`src/design/jtmc_pkg.sv`:
```
// ----------------------------------------------------------------------------
// jtmc_pkg
// Shared types, constants and mapping functions for the stick-to-motor block.
// ----------------------------------------------------------------------------
package jtmc_pkg;

	localparam logic [7:0] VALID_ID       = 8'h73;
	localparam logic [7:0] CENTER         = 8'd128;
	localparam logic [7:0] SAT_STEP       = 8'd62;
	localparam logic [7:0] SAT_SPAN       = 8'd63;
	localparam logic [7:0] STOP_ONE       = 8'd64;
	localparam logic [7:0] STOP_TWO       = 8'd192;
	localparam logic [7:0] COUNT_MAX      = 8'd255;

	localparam logic [7:0] DIV_RST        = 8'd3;
	localparam logic [7:0] DEAD_LOW_RST   = 8'd90;
	localparam logic [7:0] DEAD_HIGH_RST  = 8'd166;
	localparam logic [7:0] FAIL_LIMIT_RST = 8'd50;

	localparam int DIV_STEPS = 8;
	localparam int DIV_CNT_W = $clog2(DIV_STEPS);

	typedef enum logic [7:0] {
		REG_DIVIDE     = 8'd0,
		REG_DEAD_LOW   = 8'd1,
		REG_DEAD_HIGH  = 8'd2,
		REG_FAIL_LIMIT = 8'd3
	} reg_index_t;

	typedef enum logic [1:0] {
		CLS_STOP = 2'd0,
		CLS_FWD  = 2'd1,
		CLS_REV  = 2'd2
	} stick_cls_t;

	typedef enum logic [4:0] {
		S_IDLE  = 5'b00001,
		S_DIVL  = 5'b00010,
		S_LOADR = 5'b00100,
		S_DIVR  = 5'b01000,
		S_EMIT  = 5'b10000
	} state_t;

	typedef struct packed {
		logic capture;
		logic div_step;
		logic load_right;
		logic load_out;
	} cmd_t;

	typedef struct packed {
		logic bad_id;
		logic trip;
		logic div_last;
		logic out_free;
	} status_t;

	function automatic stick_cls_t classify(input logic [7:0] x, input logic [7:0] lo,
		input logic [7:0] hi);
		stick_cls_t c;
		if (x >= lo && x <= hi) begin
			c = CLS_STOP;
		end else if (x > hi) begin
			c = CLS_FWD;
		end else begin
			c = CLS_REV;
		end
		return c;
	endfunction

	function automatic logic [7:0] stick_offset(input logic [7:0] x, input stick_cls_t c);
		logic [7:0] off;
		off = 8'd0;
		case (c)
			CLS_FWD: begin
				if (x >= CENTER) off = x - CENTER;
			end
			CLS_REV: begin
				if (x <= CENTER) off = CENTER - x;
			end
			default: off = 8'd0;
		endcase
		return off;
	endfunction

	function automatic logic [7:0] map_cmd(input stick_cls_t c, input logic [7:0] q,
		input logic [7:0] stop);
		logic [7:0] r;
		case (c)
			CLS_FWD: r = (q >= SAT_STEP) ? stop - SAT_SPAN : stop - q;
			CLS_REV: r = (q >= SAT_STEP) ? stop + SAT_SPAN : stop + q;
			default: r = stop;
		endcase
		return r;
	endfunction

endpackage

```
`src/design/jtmc_ctrl.sv`:
```
// ----------------------------------------------------------------------------
// jtmc_ctrl
// Sequencer: accepts a poll, runs the shared divider per stick on a valid reply, emits.
// ----------------------------------------------------------------------------
module jtmc_ctrl (
	input  logic              clk,
	input  logic              arst_n,
	input  logic              poll_valid,
	output logic              poll_stall,
	input  jtmc_pkg::status_t status,
	output jtmc_pkg::cmd_t    cmd
);

	jtmc_pkg::state_t state_q;
	jtmc_pkg::state_t state_nxt;

	assign poll_stall = (state_q != jtmc_pkg::S_IDLE);

	always_comb begin
		state_nxt      = state_q;
		cmd            = '0;
		case (state_q)
			jtmc_pkg::S_IDLE: begin
				if (poll_valid) begin
					cmd.capture = 1'b1;
					if (!status.bad_id) begin
						state_nxt = jtmc_pkg::S_DIVL;
					end else if (status.trip) begin
						state_nxt = jtmc_pkg::S_EMIT;
					end
				end
			end
			jtmc_pkg::S_DIVL: begin
				cmd.div_step = 1'b1;
				if (status.div_last) state_nxt = jtmc_pkg::S_LOADR;
			end
			jtmc_pkg::S_LOADR: begin
				cmd.load_right = 1'b1;
				state_nxt      = jtmc_pkg::S_DIVR;
			end
			jtmc_pkg::S_DIVR: begin
				cmd.div_step = 1'b1;
				if (status.div_last) state_nxt = jtmc_pkg::S_EMIT;
			end
			jtmc_pkg::S_EMIT: begin
				if (status.out_free) begin
					cmd.load_out = 1'b1;
					state_nxt    = jtmc_pkg::S_IDLE;
				end
			end
			default: state_nxt = jtmc_pkg::S_IDLE;
		endcase
	end

	always_ff @(posedge clk or negedge arst_n) begin
		if (!arst_n) begin
			state_q <= jtmc_pkg::S_IDLE;
		end else begin
			state_q <= state_nxt;
		end
	end

endmodule

```
`src/design/jtmc_dp.sv`:
```
// ----------------------------------------------------------------------------
// jtmc_dp
// Datapath: config registers, failure count, serial divider, output register.
// ----------------------------------------------------------------------------
module jtmc_dp (
	input  logic              clk,
	input  logic              arst_n,
	input  jtmc_pkg::cmd_t    cmd,
	output jtmc_pkg::status_t status,
	input  logic              cfg_we,
	input  logic [7:0]        cfg_index,
	input  logic [7:0]        cfg_data,
	input  logic [7:0]        reply_id,
	input  logic [7:0]        right_stick_y,
	input  logic [7:0]        left_stick_y,
	output logic              motor_valid,
	input  logic              motor_stall,
	output logic [6:0]        left_motor_command,
	output logic [7:0]        right_motor_command,
	output logic              reinit_request
);

	logic [7:0] divide_factor_q;
	logic [7:0] dead_low_q;
	logic [7:0] dead_high_q;
	logic [7:0] fail_limit_q;
	logic [7:0] fail_count_q;

	jtmc_pkg::stick_cls_t cls_l_q;
	jtmc_pkg::stick_cls_t cls_r_q;
	logic [7:0]           stick_r_q;
	logic                 stop_q;
	logic [6:0]           left_cmd_q;

	logic [7:0]                    rem_q;
	logic [7:0]                    quo_q;
	logic [jtmc_pkg::DIV_CNT_W-1:0] cnt_q;

	logic       motor_valid_q;
	logic [6:0] left_out_q;
	logic [7:0] right_out_q;
	logic       reinit_q;

	logic                 bad_id;
	logic [7:0]           count_inc;
	logic [7:0]           div_eff;
	logic [8:0]           shifted;
	logic [8:0]           diff;
	jtmc_pkg::stick_cls_t cls_l_in;
	jtmc_pkg::stick_cls_t cls_r_in;
	logic [7:0]           left_map;
	logic [7:0]           right_map;

	assign bad_id    = (reply_id != jtmc_pkg::VALID_ID);
	assign count_inc = (fail_count_q == jtmc_pkg::COUNT_MAX) ? jtmc_pkg::COUNT_MAX
		: fail_count_q + 8'd1;
	assign div_eff   = (divide_factor_q == 8'd0) ? 8'd1 : divide_factor_q;
	assign shifted   = {rem_q, quo_q[7]};
	assign diff      = shifted - {1'b0, div_eff};
	assign cls_l_in  = jtmc_pkg::classify(left_stick_y, dead_low_q, dead_high_q);
	assign cls_r_in  = jtmc_pkg::classify(right_stick_y, dead_low_q, dead_high_q);
	assign left_map  = jtmc_pkg::map_cmd(cls_l_q, quo_q, jtmc_pkg::STOP_ONE);
	assign right_map = jtmc_pkg::map_cmd(cls_r_q, quo_q, jtmc_pkg::STOP_TWO);

	assign status.bad_id   = bad_id;
	assign status.trip     = bad_id && (count_inc > fail_limit_q);
	assign status.div_last = (cnt_q == jtmc_pkg::DIV_CNT_W'(jtmc_pkg::DIV_STEPS - 1));
	assign status.out_free = !motor_valid_q || !motor_stall;

	always_ff @(posedge clk or negedge arst_n) begin
		if (!arst_n) begin
			divide_factor_q <= jtmc_pkg::DIV_RST;
			dead_low_q      <= jtmc_pkg::DEAD_LOW_RST;
			dead_high_q     <= jtmc_pkg::DEAD_HIGH_RST;
			fail_limit_q    <= jtmc_pkg::FAIL_LIMIT_RST;
		end else if (cfg_we) begin
			case (cfg_index)
				jtmc_pkg::REG_DIVIDE:     divide_factor_q <= cfg_data;
				jtmc_pkg::REG_DEAD_LOW:   dead_low_q      <= cfg_data;
				jtmc_pkg::REG_DEAD_HIGH:  dead_high_q     <= cfg_data;
				jtmc_pkg::REG_FAIL_LIMIT: fail_limit_q    <= cfg_data;
				default: ;
			endcase
		end
	end

	always_ff @(posedge clk or negedge arst_n) begin
		if (!arst_n) begin
			fail_count_q <= 8'd0;
			stop_q       <= 1'b0;
			cnt_q        <= '0;
		end else if (cmd.capture) begin
			fail_count_q <= bad_id ? count_inc : 8'd0;
			stop_q       <= bad_id;
			cnt_q        <= '0;
		end else if (cmd.load_right) begin
			cnt_q <= '0;
		end else if (cmd.div_step) begin
			cnt_q <= cnt_q + 1'b1;
		end
	end

	// restoring divider, one quotient bit per cycle
	always_ff @(posedge clk) begin
		if (cmd.capture) begin
			cls_l_q   <= cls_l_in;
			cls_r_q   <= cls_r_in;
			stick_r_q <= right_stick_y;
			rem_q     <= 8'd0;
			quo_q     <= jtmc_pkg::stick_offset(left_stick_y, cls_l_in);
		end else if (cmd.load_right) begin
			left_cmd_q <= left_map[6:0];
			rem_q      <= 8'd0;
			quo_q      <= jtmc_pkg::stick_offset(stick_r_q, cls_r_q);
		end else if (cmd.div_step) begin
			if (!diff[8]) begin
				rem_q <= diff[7:0];
				quo_q <= {quo_q[6:0], 1'b1};
			end else begin
				rem_q <= shifted[7:0];
				quo_q <= {quo_q[6:0], 1'b0};
			end
		end
	end

	always_ff @(posedge clk or negedge arst_n) begin
		if (!arst_n) begin
			motor_valid_q <= 1'b0;
		end else if (cmd.load_out) begin
			motor_valid_q <= 1'b1;
		end else if (!motor_stall) begin
			motor_valid_q <= 1'b0;
		end
	end

	always_ff @(posedge clk) begin
		if (cmd.load_out) begin
			if (stop_q) begin
				left_out_q  <= jtmc_pkg::STOP_ONE[6:0];
				right_out_q <= jtmc_pkg::STOP_TWO;
				reinit_q    <= 1'b1;
			end else begin
				left_out_q  <= left_cmd_q;
				right_out_q <= right_map;
				reinit_q    <= 1'b0;
			end
		end
	end

	assign motor_valid         = motor_valid_q;
	assign left_motor_command  = left_out_q;
	assign right_motor_command = right_out_q;
	assign reinit_request      = reinit_q;

endmodule

```
`src/design/joystick_to_motor_command.sv`:
```
// ----------------------------------------------------------------------------
// joystick_to_motor_command
// Maps a gamepad poll to two motor command bytes, with a failure watchdog.
// ----------------------------------------------------------------------------
// Channel   Handshake               Payload
// poll      poll_valid/poll_stall   reply_id, right_stick_y, left_stick_y
// motor     motor_valid/motor_stall left/right_motor_command, reinit_request
// cfg       cfg_valid/cfg_ready     cfg_index, cfg_data
//
// A valid poll runs capture, the left-stick divide, the right-stick reload and
// divide, and output load, in that order, on one shared restoring divider.
// A failed poll ends at capture, or goes on to output load for the stop request.
// The output register frees the poll side while a request waits on motor_stall.
// Reset is asynchronous; cfg_ready is always high.
// ----------------------------------------------------------------------------
module joystick_to_motor_command (
	input  logic       clk,
	input  logic       arst_n,
	input  logic       poll_valid,
	output logic       poll_stall,
	input  logic [7:0] reply_id,
	input  logic [7:0] right_stick_y,
	input  logic [7:0] left_stick_y,
	output logic       motor_valid,
	input  logic       motor_stall,
	output logic [6:0] left_motor_command,
	output logic [7:0] right_motor_command,
	output logic       reinit_request,
	input  logic       cfg_valid,
	output logic       cfg_ready,
	input  logic [7:0] cfg_index,
	input  logic [7:0] cfg_data
);

	jtmc_pkg::cmd_t    cmd;
	jtmc_pkg::status_t status;

	assign cfg_ready = 1'b1;

	jtmc_ctrl u_ctrl (
		.clk        (clk),
		.arst_n     (arst_n),
		.poll_valid (poll_valid),
		.poll_stall (poll_stall),
		.status     (status),
		.cmd        (cmd)
	);

	jtmc_dp u_dp (
		.clk                 (clk),
		.arst_n              (arst_n),
		.cmd                 (cmd),
		.status              (status),
		.cfg_we              (cfg_valid && cfg_ready),
		.cfg_index           (cfg_index),
		.cfg_data            (cfg_data),
		.reply_id            (reply_id),
		.right_stick_y       (right_stick_y),
		.left_stick_y        (left_stick_y),
		.motor_valid         (motor_valid),
		.motor_stall         (motor_stall),
		.left_motor_command  (left_motor_command),
		.right_motor_command (right_motor_command),
		.reinit_request      (reinit_request)
	);

`ifndef SYNTHESIS
	a_valid_poll_busy: assert property (@(posedge clk) disable iff (!arst_n)
		poll_valid && !poll_stall && reply_id == jtmc_pkg::VALID_ID |=> poll_stall)
		else $error("valid poll did not start the divider sequence");

	a_reinit_is_stop: assert property (@(posedge clk) disable iff (!arst_n)
		motor_valid && reinit_request |->
			left_motor_command == jtmc_pkg::STOP_ONE[6:0] &&
			right_motor_command == jtmc_pkg::STOP_TWO)
		else $error("reinit request without stop commands");

	a_cmd_range: assert property (@(posedge clk) disable iff (!arst_n)
		motor_valid |-> left_motor_command != 7'd0 && right_motor_command[7] &&
			right_motor_command != 8'd128)
		else $error("motor command out of range");
`endif

endmodule
```
`config.mk`:
```
export PLATFORM = sky130hd
export DESIGN_NAME = joystick_to_motor_command
export DESIGN_NICKNAME = d
export VERILOG_FILES = /design/src/design/jtmc_pkg.sv /design/src/design/jtmc_ctrl.sv /design/src/design/jtmc_dp.sv /design/src/design/joystick_to_motor_command.sv
export SDC_FILE = /design/constraint.sdc
export NUM_CORES = 1
export LEC_CHECK = 0
export ABC_AREA = 1
export BUFFER_PORTS_ARGS = -buffer_cell sky130_fd_sc_hd__buf_2
export CORE_ASPECT_RATIO = 0.7
export CORE_MARGIN = 5
export CORE_UTILIZATION = 46
export CTS_CLUSTER_DIAMETER = 40
export DETAILED_ROUTE_END_ITERATION = 8
export PLACE_DENSITY = 0.7
export SLEW_MARGIN = 20
export SYNTH_ARGS = -nofsm -noshare
export SYNTH_HDL_FRONTEND = slang
export SYNTH_HIERARCHICAL = 1
export SYNTH_SLANG_ARGS = --single-unit
```
`constraint.sdc`:
```
create_clock -name clk -period 3.3 [get_ports clk]
set_clock_uncertainty 0.15 [all_clocks]
set_input_delay 0.66 -clock clk [delete_from_list [all_inputs] [get_ports clk]]
set_output_delay 0.66 -clock clk [all_outputs]
set_load 0.05 [all_outputs]
```
# [Yosys cells after proc, flatten, opt, wreduce, memory -nomap -nowiden]
# Index checks and enable logic that the tools add are counted.
[totals] ff_bits=101 latch_bits=0 ramBits=0 mem_bits_ro=0 memories=0
[op_classes] n_addsub=11 n_mul=0 div_mod_pow=0 magnitude_cmp=12 eq_ne=24 n_shift=0 mux=42 bitwise_logic=1 n_reduce_logical=17
[op_table] operator="8-bit 2-to-1 mux" count=13
[op_table] operator="8-bit one-hot mux with 2 select lines" count=3
[op_table] operator="5-bit 2-to-1 mux" count=6
[op_table] operator="5-bit one-hot mux with 5 select lines" count=1
[op_table] operator="8-bit > comparator" count=3
[op_table] operator="8-bit subtractor (first input constant)" count=3
[op_table] operator="8-bit by 2-bit == test with 1-bit output (second input constant)" count=2
[op_table] operator="8-bit >= comparator" count=2
[op_table] operator="8-bit >= comparator (second input constant)" count=2
[op_table] operator="8-bit less-or-equal comparator" count=2
[op_table] operator="8-bit less-or-equal comparator (second input constant)" count=2
[op_table] operator="8-bit logical NOT" count=2
[op_table] operator="8-bit subtractor (second input constant)" count=2
[op_table] operator="7-bit 2-to-1 mux" count=2
[op_table] operator="7-bit one-hot mux with 2 select lines" count=1
[op_table] operator="1-bit 2-to-1 mux" count=10
[op_table] operator="2-bit AND reduction" count=5
[op_table] operator="3-bit 2-to-1 mux" count=3
[op_table] operator="9-bit by 8-bit subtractor with 9-bit output" count=1
[op_table] operator="8-bit by 1-bit adder with 8-bit output (second input constant)" count=1
[op_table] operator="8-bit adder (first input constant)" count=1
[op_table] operator="8-bit by 1-bit == test with 1-bit output (second input constant)" count=1
[op_table] operator="8-bit == test (second input constant)" count=1
[op_table] operator="8-bit by 6-bit >= comparator with 1-bit output (second input constant)" count=1
[op_table] operator="other kinds (24)" count=37

# [Logic depth before layout (Yosys ltp)]
# Gate-level depths: netlist of run 1.
[depth] word_depth=8 ltp_mapped=23

# [Hierarchy]
# Netlist of run 1, hierarchy kept.
[modules_own_cells] mod="jtmc_dp" n_inst=1 cells_each=782 area_per_inst_um2=6392.4 seq_area_each_um2=2593.7
[modules_own_cells] mod="jtmc_ctrl" n_inst=1 cells_each=56 area_per_inst_um2=374.1 seq_area_each_um2=126.4
[modules_own_cells] mod="joystick_to_motor_command" n_inst=1 cells_each=2 area_per_inst_um2=11.3 seq_area_each_um2=0.0

# [Worst setup path after synthesis of run 1]
# No wires, ideal clock.
[synth_timing] kind="reg-to-reg" from="register u_dp.fail_count_q[0]" to="register u_ctrl.state_q[2]" setup_ns=0.117 arrival_ns=2.275 t_required_ns=3.033 setup_slack_ns=0.757 path_stages_with_launch=22 path_cell_list="dfrtp_1 > ha_1 > nand2_1 > inv_1 > nand2_1 > nor2_2 > nand2_2 > clkinv_1 > nor3_1 > nor2_1 > ha_1 > nand2_1 > nor3_1 > nand3_1 > nand2_1 > a31oi_1 > nor2_1 > inv_1 > nor2_1 > nor2_1 > nand3_2 > nor2_1"
[synth_rtl] element="from (decl)" line_no="jtmc_dp.sv:27" text="logic [7:0] fail_count_q;"
[synth_rtl] element="from (signal assigned)" line_no="jtmc_dp.sv:93" text="fail_count_q <= bad_id ? count_inc : 8'd0;"
[synth_rtl] element="to (signal assigned)" line_no="jtmc_ctrl.sv:57" text="state_q <= jtmc_pkg::S_IDLE;"
[synth_rtl] element="to (signal assigned)" line_no="jtmc_ctrl.sv:59" text="state_q <= state_nxt;"
[synth_rtl] element="to (decl)" line_no="jtmc_ctrl.sv:14" text="jtmc_pkg::state_t state_q;"

==> qor.txt, run 1 <==
Inst Count DP = 1088
Post-CTS Resized = 0
Drc violations = 0
Gr usage total = 0.176
Comb pwr share = 0.376
Drt total wl = 15000 um
Initial drt markers = 315
Switching Fraction = 0.404
Internal power = 0.00261 W
Clk root buf = clkbuf_16
Vias per inst = 5.02
Grt met1 use = 0.275
Layout fillers = 1380
FP Rows = 37
Post-CTS setup buffer count = 0
Utilization after layout = 0.518
Final Setup Violations = 0
Critical path peak fanout = 4
YS warnings = 6
Slew @ Worst Pin = 0.602 ns
Clock transition at the registers of the reported paths = 0.08 ns
Layout cells sized above 1 = 0.186
CTS buffer count = 9
Switching power = 0.00177 W
Final nets = 1010
Status = complete, no violations
Inserted Diodes = 0
IO Pins = 64
Peak VDD IR = 254 uV
GRT met2 Usage = 0.247
Reg power frac = 0.386
Core area = 14600 um2
First-pass DRT Iterations = 5
Htree depth = 3
Synthesized area = 6780 um2
Final std cells w/o fill = 1104
Post-synth EDFFs = 43
Die H = 112 um
Initial Utilization = 0.465
#FFs+latches synth = 101
Post-CTS Hold Fix Bufs = 0
WP data required = 3.39 ns
Vias = 5541
Post-synthesis sequential area ratio = 0.401
First-pass GRT wire length = 24800 um
Port Buffers = 62
Fin. Hold Viols = 0
Synth Flop Type = edfxtp_1
Avg Synthesized Cell Area = 8.07 um2
Critical Path Sink Type = flop
Post-synth net total = 946
Total of max-cap violations = 0
Die W = 155 um
Highest clock rate = 354 MHz
Setup total negative slack = 0 ns
Die area = 17300 um2
GR peak layer = met1
Clk_lat worst skew = 0.35 ns
Pin count of the biggest net entering global routing = 26
Leakage power = 3.64 nW
Post-Syn Instances = 840
Clk pwr share = 0.239
Worst Path Arrival = 2.92 ns
Final Max Slew Viols = 0
Clk sinks = 101
Area growth syn-to-layout = 11.4%
Hpwl dp = 11900 um
Clk buf depth = 2
GR Util met3 = 0.0373
Grt ovf = 0
Fin crit share = 0.856
CTS tree = yes
Pwr Density = 581 nW/um2
Crit path kind = reg2reg
Rel. slew slack = 0.597
Post-DRT Antenna Nets = 0
Async SR Flop Fraction = 0.495
RSZ-0062 raised after global routing = false
Setup ws final = 0.474 ns
Startpoint Class = flop
Setup WS pre-CTS = 0.521 ns
DR WL/cell = 13.6 um
Vias in the first global route = 5120
Period minus WS final = 2.83 ns
Synth cell types = 50
Worst hold path class = in2async
Initial antenna violation count = 0
Routability cong. = 0.892
[cells in the mapped netlist, types with 2 or more instances]
cell	n	area, um2
nor3_1	8	40.0
a21oi_1	41	205
nor4_1	2	12.5
xnor2_1	7	61.3
a22o_1	2	17.5
or2_4	2	17.5
buf_6	4	45.0
nor2_1	77	289
nand4_1	20	125
nand2_2	14	87.6
nor2_4	3	33.8
ha_1	60	751
edfxtp_1	43	1290
o22ai_1	6	37.5
nor2_2	7	43.8
dfrtp_1	36	901
dfstp_2	14	368
o21ai_2	33	289
o211ai_1	3	22.5
nor3_2	3	30.0
dfxtp_1	8	160
nand3_1	44	220
nand2_1	189	709
buf_4	2	15.0
inv_1	141	529
a31oi_1	2	12.5
nand3_2	2	20.0
buf_2	4	20.0
inv_2	4	15.0
o21ai_0	21	105
a21o_1	3	22.5
o21ai_1	13	65.1
xor2_1	4	35.0
clkbuf_1	2	7.51
[worst max-delay path, cell delays in order, from the launching register on]
cell and delay, ns:
dfrtp_1 0.42, ha_1 0.22, nand2_1 0.06, inv_1 0.04
nand2_1 0.10, nor2_2 0.06, nand2_2 0.10, clkinv_1 0.09
nor3_1 0.13, nor2_1 0.09, ha_1 0.29, nand2_1 0.08
nor3_1 0.19, nand3_1 0.09, nand2_1 0.07, a31oi_1 0.05
nor2_1 0.14, inv_1 0.06, nor2_1 0.10, nor2_1 0.05
nand3_2 0.07, nor2_1 0.05
[layer usage]
| layer | vias up | wire, um |
|---|---|---|
| met5 | - | 0 |
| met4 | 0 | 155 |
| met3 | 15 | 983 |
| met2 | 180 | 6070 |
| met1 | 2471 | 7760 |
| li1 | 2875 | - |
[power by group through the flow]
stage          clock (W)  sequential (W)  combinational [W]
3_3_place_gp           0         0.00171            0.00161
2_1_floorplan          0         0.00182            0.00113
3_5_place_dp           0         0.00172            0.00163
6_report         0.00105         0.00169            0.00165
5_1_grt          0.00113         0.00172            0.00186
4_1_cts          0.00107         0.00169            0.00164
[state kept, by name (all words and copies together) (netlist names)]
name / count
u_dp/fail_limit_q: 8
u_dp/right_motor_command: 8
u_dp/stop_q: 1
u_dp/reinit_request: 1
u_dp/fail_count_q: 8
u_dp/left_motor_command: 7
u_dp/left_cmd_q: 7
u_dp/cnt_q: 3
u_dp/dead_low_q: 8
u_dp/quo_q: 8
u_dp/dead_high_q: 8
u_dp/divide_factor_q: 8
u_dp/cls_l_q: 2
u_dp/stick_r_q: 8
u_dp/cls_r_q: 2
u_dp/motor_valid: 1
u_ctrl/state_q: 5
u_dp/rem_q: 8
[final timing paths]
path,start,endpoint,slack (ns),cells past startpoint
setup / recovery,u_dp/fail_count_q[0],u_ctrl/state_q[2],0.47,21
hold / removal,arst_n,u_ctrl/state_q[2],0.15,1
setup reg to reg,u_dp/fail_count_q[0],u_ctrl/state_q[2],0.47,21
hold reg to reg,u_dp/dead_high_q[7],u_dp/dead_high_q[7],0.33,2
max in group asynchronous,arst_n,u_dp/dead_low_q[6],2.16,2
min in group clk,u_dp/dead_high_q[7],u_dp/dead_high_q[7],0.33,2
[layout make-up]
type	instances	area (um2)	area share
clock buffers	9	225	0.0298
clock inverters	7	68.8	0.00912
repair buffers	66	340	0.0451
flip-flops and latches	101	2720	0.360
inverters	146	548	0.0726
well taps	195	244	0.0323
multi-input cells	580	3400	0.451
[through the flow]
step / hold WS (ns) / cell area, um2 / total power [W]
floorplan: 0.214 / 6780 / 0.00295
global route: 0.202 / 7550 / 0.00470
detailed placement: 0.319 / 7250 / 0.00335
CTS: 0.162 / 7550 / 0.00441
global placement: 0.313 / 7250 / 0.00332
finish: 0.149 / 7550 / 0.00439
[kinds of logic after synthesis]
| group | share of synthesized area |
|---|---|
| adder cells (fa/ha/maj) | 0.114 |
| flip-flops | 0.401 |
| other | 0.000553 |
| XOR/XNOR | 0.0142 |
| AO/OA/AOI/OAI | 0.121 |
| AND/OR/NAND/NOR | 0.253 |
| buffers and inverters | 0.0967 |
[placed cells by master, fill, tap and decap left out, drive strengths merged, types with 3 or more instances in the layout]
cell      n
nand2   204
inv     148
nor2     87
o21ai    67
buf      66
ha       60
nand3    47
edfxtp   43
a21oi    41
dfrtp    36
nand4    21
dfstp    14
nor3     12
clkbuf    9
dfxtp     8
xnor2     7
o22ai     6
clkinv    5
xor2      4
a21o      3
o211ai    3
or2       3
Note: power is estimated with default switching activity, not from simulation.
==> inputs of run 2 (changes only) <==
- GPL_TIMING_DRIVEN: default -> 0
- clock period: 3.3 -> 3.1 ns (I/O delays scaled with it)
==> run 2 against run 1 <==
Compared with the run above: cell area rose by 2.3%; non-clock buffer count up 13; critical path type unchanged; highest routed layer unchanged; maximum frequency decreased by 0.70%; first-iteration DRC count grew 25%; via count is 1.7% higher.
==> qor.txt, run 2 (synthesis gave the netlist of run 1 again) <==
Initial antenna violation count = 0 (unchanged)
Crit path max-delay family = simple AND/OR/NAND/NOR gates
Routability cong. = 0.943 (+5.7%)
Gr usage total = 0.184 (+0.00841)
Clk buf depth = 2 (unchanged)
Clk sinks = 101 (unchanged)
Vias per inst = 5.04 (+0.51%)
CTS buffer count = 9 (unchanged)
Area growth syn-to-layout = 14.0%
Clk_lat worst skew = 0.35 ns (about the same)
Crit path buf inv count = 2 (-1)
First-pass DRT Iterations = 6 (+1)
Dpl cell area = 7340 um2 (+1.1%)
Pwr Density = 631 nW/um2 (+8.6%)
Switching Fraction = 0.401 (-0.00328)
Inserted Diodes = 0 (unchanged)
Die H = 112 um (unchanged)
Total of max-cap violations = 0 (unchanged)
Leakage power = 3.70 nW (+1.8%)
Clock transition at the registers of the reported paths = 0.07 ns (about the same)
Comb pwr share = 0.393 (+0.017)
Critical Path Sink Type = flop
Peak VDD IR = 314 uV (+24%)
R2R depth = 21 (unchanged)
IO Pins = 64 (unchanged)
Commonest non-fill, non-tap cells in the layout = 188 x nand2_1, 140 x inv_1, 74 x nor2_1
Area of the multi-input gates = 3450 um2 (+1.3%)
Fin. Hold Viols = 0 (unchanged)
Critical Path Max Stage Delay = 0.40 ns (-0.02 ns)
Reg power frac = 0.367 (-0.019)
Vias in the first global route = 5328 (+4.1%)
Cell mode on critical path = nand2_1
Clk root buf = clkbuf_16
GR Util met3 = 0.0334 (-0.00389)
Post-DRT Antenna Nets = 0 (unchanged)
GRT met2 Usage = 0.266 (+0.0194)
Hpwl dp = 12000 um (+1.3%)
Clk pwr share = 0.240 (about the same)
Drt total wl = 15500 um (+3.8%)
Layout fillers = 1375 (-0.36%)
Status = complete, no violations
Final Setup Violations = 0 (unchanged)
Final nets = 1023 (+1.3%)
FF-to-FF Start = u_dp/fail_count_q[0]
Slowest-stage cell, CP = dfrtp_1
Port Buffers = 62 (unchanged)
R2R setup slack = 0.25 ns (-0.22 ns)
Highest clock rate = 351 MHz (-0.70%)
First-pass GRT wire length = 26000 um (+4.4%)
Grt met1 use = 0.287 (+0.0118)
Hold_ws = 0.126 ns (-0.0226 ns)
Layout cells sized above 1 = 0.209 (+0.0234)
DR WL/cell = 13.9 um (+2.6%)
Rel. slew slack = 0.496 (-0.101)
Leading cell type in the layout, fill and taps excluded = nand2_1
CP endpoint = u_ctrl/state_q[4]
Startpoint Class = flop
Crit path kind = reg2reg
Htree depth = 3 (unchanged)
Critical path peak fanout = 5 (+1)
FP Rows = 37 (unchanged)
Initial drt markers = 393 (+25%)
Switching power = 0.00195 W (+10%)
Worst hold path class = in2async
Fin area = 7720 um2 (+2.3%)
Die W = 155 um (unchanged)
R2r endpoint = u_ctrl/state_q[4]
Levels on crit path = 21 (unchanged)
Die area = 17300 um2 (unchanged)
GR peak layer = met1
Vias = 5635 (+1.7%)
Fin crit share = 0.918 (+0.0617)
Period minus WS final = 2.85 ns (+0.0200 ns)
Internal power = 0.00292 W (+12%)
Grt ovf = 0 (unchanged)
Crit path cell chain = ha_2 -> nand2_1 -> inv_1 -> nand2_1 -> nor2_2 -> nand2_2 -> nor2_4 -> inv_1 -> nand3_2 -> ha_1 -> nand2_1 -> nor3_2 -> nand3_1 -> nand2_2 -> a31oi_4 -> nor2_2 -> nand3_1 -> nand2_1 -> nor2_2 -> nand3_1 -> nand2_1
Slew @ Worst Pin = 0.755 ns (+0.153 ns)
WP data required = 3.24 ns (-0.15 ns)
Drc violations = 0 (unchanged)
Post-CTS Hold Fix Bufs = 0 (unchanged)
Setup crit start = u_dp/fail_count_q[0]
Pin count of the biggest net entering global routing = 51 (+96%)
CTS tree = yes
Final Max Slew Viols = 0 (unchanged)
Register area = 2720 um2 (unchanged)
Worst Path Arrival = 2.98 ns (+0.06 ns)
Initial Utilization = 0.465 (unchanged)
Core area = 14600 um2 (unchanged)
-- run 2: cell count changes in the layout (fill, tap and decap cells not counted), moves of 3 or more --
cell and change:
nor2_2 +3, buf_6 +4, buf_2 +3, buf_4 +3
nor2_1 -3
-- run 2: repair_timing --
action	in CTS	in global routing
buffers inserted	0	4
endpoints found under the setup margin	0	10
resized for setup	0	12
-- run 2: layout make-up --
class,count,share of cell area
clock inverter,7,0.0110
sequential,101,0.352
buffer,13,0.0139
multi-input combinational,580,0.446
tap,195,0.0316
inverter,146,0.0714
timing repair buffer,66,0.0444
clock buffer,9,0.0292
-- run 2: how the worst min path moves through the flow --
stage | depth (start not counted) | slack (ns) | end | start
2_1_floorplan | 0 | 0.17 | u_ctrl/state_q[1] | arst_n
3_3_place_gp | 0 | 0.28 | u_dp/reinit_request | u_dp/stop_q
3_5_place_dp | 0 | 0.28 | u_dp/reinit_request | u_dp/stop_q
4_1_cts | 1 | 0.16 | u_ctrl/state_q[4] | arst_n
5_1_grt | 1 | 0.20 | u_ctrl/state_q[4] | arst_n
6_report | 1 | 0.13 | u_ctrl/state_q[4] | arst_n
-- run 2: through the flow --
| step | total power, W | instances | setup TNS (ns) | worst slack (ns) | util |
|---|---|---|---|---|---|
| floorplan | 0.00314 | 840 | 0 | 0.557 | - |
| global placement | 0.00358 | 1097 | 0 | 0.151 | 0.503 |
| detailed placement | 0.00362 | 1097 | 0 | 0.113 | 0.503 |
| CTS | 0.00479 | 1113 | 0 | 0.108 | 0.524 |
| global route | 0.00523 | 1117 | -0.0300 | -0.0192 | 0.530 |
| finish | 0.00487 | 1117 | 0 | 0.254 | 0.530 |
-- run 2: power by group through the flow --
stage / clock network, W / logic [W] / registers, W
floorplan: 0 / 0.00120 / 0.00194
global placement: 0 / 0.00177 / 0.00181
detailed placement: 0 / 0.00180 / 0.00181
CTS: 0.00120 / 0.00181 / 0.00179
global route: 0.00126 / 0.00216 / 0.00182
finish: 0.00117 / 0.00192 / 0.00179
-- run 2: metal layers --
layer,part of all wire,wire (um)
met1,0.52,8050
met3,0.064,1000
met4,0.0091,142
met5,0,0
met2,0.41,6350
==> inputs of run 3 (changes only) <==
- ABC_AREA: 1 -> 0
- PLACE_DENSITY: 0.7 -> 0.71
==> run 3 against run 2 <==
Compared with the run above: the run now ends with negative setup slack left; worst setup slack got worse by 0.27 ns; synthesized area shrank 3.0%; global-route usage grew 0.18 points; highest routed layer unchanged; sequential power rose by 3%; clock power about the same; synthesized cell count is 23% lower; die area shrank 2.8%; via count down 6.6%; largest cell class unchanged; critical path depth decreased by 6; cell count shrank 17%; first-iteration DRC count down 5.1%; flip-flop and latch count did not move.
==> qor.txt, run 3 <==
Status = finished with violations
Violated checks = negative setup slack
Layout cells sized above 1 = 0.243 (+0.0339)
Dpl cell area = 7150 um2 (-2.5%)
Htree depth = 3 (unchanged)
Die area = 16800 um2 (-2.8%)
Routability cong. = 0.885 (-6.1%)
Inserted Diodes = 0 (unchanged)
Vias in the first global route = 5243 (-1.6%)
Initial drt markers = 373 (-5.1%)
Clk root buf = clkbuf_16
Final Setup Violations = 2 (+2)
First-pass DRT Iterations = 5 (-1)
Area growth syn-to-layout = 16.4%
WP data required = 3.19 ns (-0.05 ns)
Post-synthesis sequential area ratio = 0.414 (+0.0126)
Yosys top cell by area = edfxtp_1
Setup crit start = u_dp/fail_count_q[1]
Port Buffers = 62 (unchanged)
Post-DRT Antenna Nets = 0 (unchanged)
R2R depth = 15 (-29%)
Die W = 153 um (-1.4%)
Avg Synthesized Cell Area = 10.1 um2 (+25%)
Final Max Slew Viols = 0 (unchanged)
FF-to-FF Start = u_dp/fail_count_q[1]
Vias per inst = 5.66 (+12%)
Post-Syn Instances = 649 (-23%)
Post-CTS Hold Fix Bufs = 0 (unchanged)
Leakage power = 3.24 nW (-12%)
Synthesized area = 6570 um2 (-3.0%)
Clock transition at the registers of the reported paths = 0.07 ns (about the same)
YS warnings = 6 (unchanged)
CTS buffer count = 9 (unchanged)
Commonest non-fill, non-tap cells in the layout = 61 x buf_2, 58 x ha_1, 54 x inv_1
Synth Flop Type = edfxtp_1
FP Rows = 36 (-2.7%)
Total of max-cap violations = 0 (unchanged)
Hold_ws = 0.129 ns (+0.00281 ns)
Rel. slew slack = 0.524 (+0.0284)
Clk_lat worst skew = 0.34 ns (about the same)
RSZ-0062 raised after global routing = true
Core area = 14000 um2 (-4.2%)
Crit path kind = reg2reg
Pwr Density = 616 nW/um2 (-2.4%)
Fin crit share = 1.01 (+0.0878)
Leading cell type in the layout, fill and taps excluded = buf_2
Clk sinks = 101 (unchanged)
Pin count of the biggest net entering global routing = 51 (unchanged)
R2r endpoint = u_ctrl/state_q[4]
Post-synth net total = 755 (-20%)
Die H = 110 um (-1.4%)
Drc violations = 0 (unchanged)
IO Pins = 64 (unchanged)
Synth cell types = 87 (+74%)
Setup ws final = -0.0180 ns (-0.272 ns)
Critical Path Sink Type = flop
Critical path peak fanout = 7 (+2)
Synth top area share = 0.196 (+0.00599)
Initial antenna violation count = 0 (unchanged)
Initial Utilization = 0.471 (+0.00583)
Peak VDD IR = 317 uV (+0.89%)
Fin. Hold Viols = 0 (unchanged)
Total power = 0.00471 W (-3.4%)
Post-synth EDFFs = 43 (unchanged)
Clk buf depth = 2 (unchanged)
Count leader, synth = ha_1
Period minus WS final = 3.12 ns (+0.272 ns)
R2R setup slack = -0.02 ns (-0.27 ns)
Slew @ Worst Pin = 0.713 ns (-0.0418 ns)
Drt total wl = 15400 um (-1.1%)
Synth cell count leaders = 60 x ha_1, 55 x inv_1, 43 x edfxtp_1
CTS tree = yes
#FFs+latches synth = 101 (unchanged)
Worst Path Arrival = 3.21 ns (+0.23 ns)
First-pass GRT wire length = 25200 um (-2.8%)
Vias = 5264 (-6.6%)
Fin area = 7650 um2 (-0.99%)
Hpwl dp = 11800 um (-1.8%)
Grt ovf = 0 (unchanged)
Gr usage total = 0.186 (+0.00179)
DR WL/cell = 16.5 um (+19%)
Async SR Flop Fraction = 0.495 (unchanged)
Area contributors post-synth = edfxtp_1 20%, dfrtp_1 14%, ha_1 11%
Final nets = 841 (-18%)
Startpoint Class = flop
Worst hold path class = in2async
Highest clock rate = 321 MHz (-8.7%)
==> run 3: cell types whose count changed after synthesis, moves of 9 or more <==
cell / before / now
and3_1: 0 / 9
clkbuf_1: 2 / 15
inv_1: 141 / 55
mux2_2: 0 / 25
mux2i_1: 0 / 11
nand2_1: 189 / 42
nand2_2: 14 / 0
nand2b_1: 0 / 14
nand3_1: 44 / 18
nand4_1: 20 / 11
nor2_1: 77 / 42
nor2b_1: 0 / 19
o21ai_0: 21 / 30
o21ai_2: 33 / 1
==> run 3: repair_timing <==
item	4_1_cts	5_1_grt
gates cloned	0	0
buffers inserted	7	6
pin swaps	7	6
endpoints found under the setup margin	8	10
gates resized for setup	9	13
==> run 3: metal layers <==
metal / vias up / wire length [um] / global-route usage
li1: 2534 / - / -
met1: 2542 / 7180 / 0.256
met2: 171 / 7040 / 0.303
met3: 17 / 984 / 0.0378
met4: 0 / 160 / 0.0515
met5: - / 0 / 0
==> run 3: worst max-delay path by stage <==
stage	end	cells after the start
final	u_ctrl/state_q[4]	15
after global routing	u_ctrl/state_q[4]	15
after CTS	u_dp/quo_q[0]	11
after detailed placement	u_ctrl/state_q[4]	16
after global placement	u_dp/right_motor_command[1]	3
after floorplan	u_ctrl/state_q[4]	16
==> run 3: final cells by class <==
cell class,count,area [um2]
buffer,23,124
clock inverter,5,56.3
tap,190,238
fill,1242,6320
timing repair buffer,76,422
clock buffer,11,254
inverter,55,206
multi-input combinational,469,3630
sequential,101,2720
==> run 3: cells by family (layout without fill, tap and decap cells) <==
family / Yosys count / in the layout / synth area share
multiplexers: 38 / 38 / 0.0636
AND/OR/NAND/NOR: 200 / 200 / 0.169
adder cells (fa/ha/maj): 61 / 61 / 0.117
other: 1 / 1 / 0.000571
XOR/XNOR: 23 / 23 / 0.0335
buffers and inverters: 79 / 170 / 0.0508
flip-flops: 101 / 101 / 0.414
AO/OA/AOI/OAI: 146 / 146 / 0.152
==> run 3: worst max-delay path: stages (launching register included) <==
cell and delay (ns):
dfrtp_1 0.40, ha_2 0.22, and3_4 0.20, and3_4 0.21, nand3_4 0.13, nand2b_4 0.07, ha_1 0.30, nor2b_1 0.14
o21a_1 0.18, o21ai_1 0.14, nand2b_1 0.09, a21oi_2 0.16, a21oi_2 0.11, nor2b_2 0.15, o2111ai_2 0.17, a31o_1 0.21
==> run 3: power breakdown <==
| group | internal [W] | switching (W) | total [W] |
|---|---|---|---|
| logic | 0.000657 | 0.00106 | 0.00172 |
| registers | 0.00166 | 0.000180 | 0.00184 |
| clock network | 0.000674 | 0.000476 | 0.00115 |
==> run 3: through the flow <==
| stage | cells | TNS [ns] | utilization | setup slack (ns) |
|---|---|---|---|---|
| floorplan | 649 | 0 | - | 0.00739 |
| global placement | 901 | -8.20 | 0.511 | -0.438 |
| detailed placement | 902 | -1.15 | 0.512 | -0.412 |
| CTS | 924 | -0.0675 | 0.541 | -0.0443 |
| global route | 930 | -0.606 | 0.548 | -0.159 |
| finish | 930 | -0.0353 | 0.548 | -0.0180 |
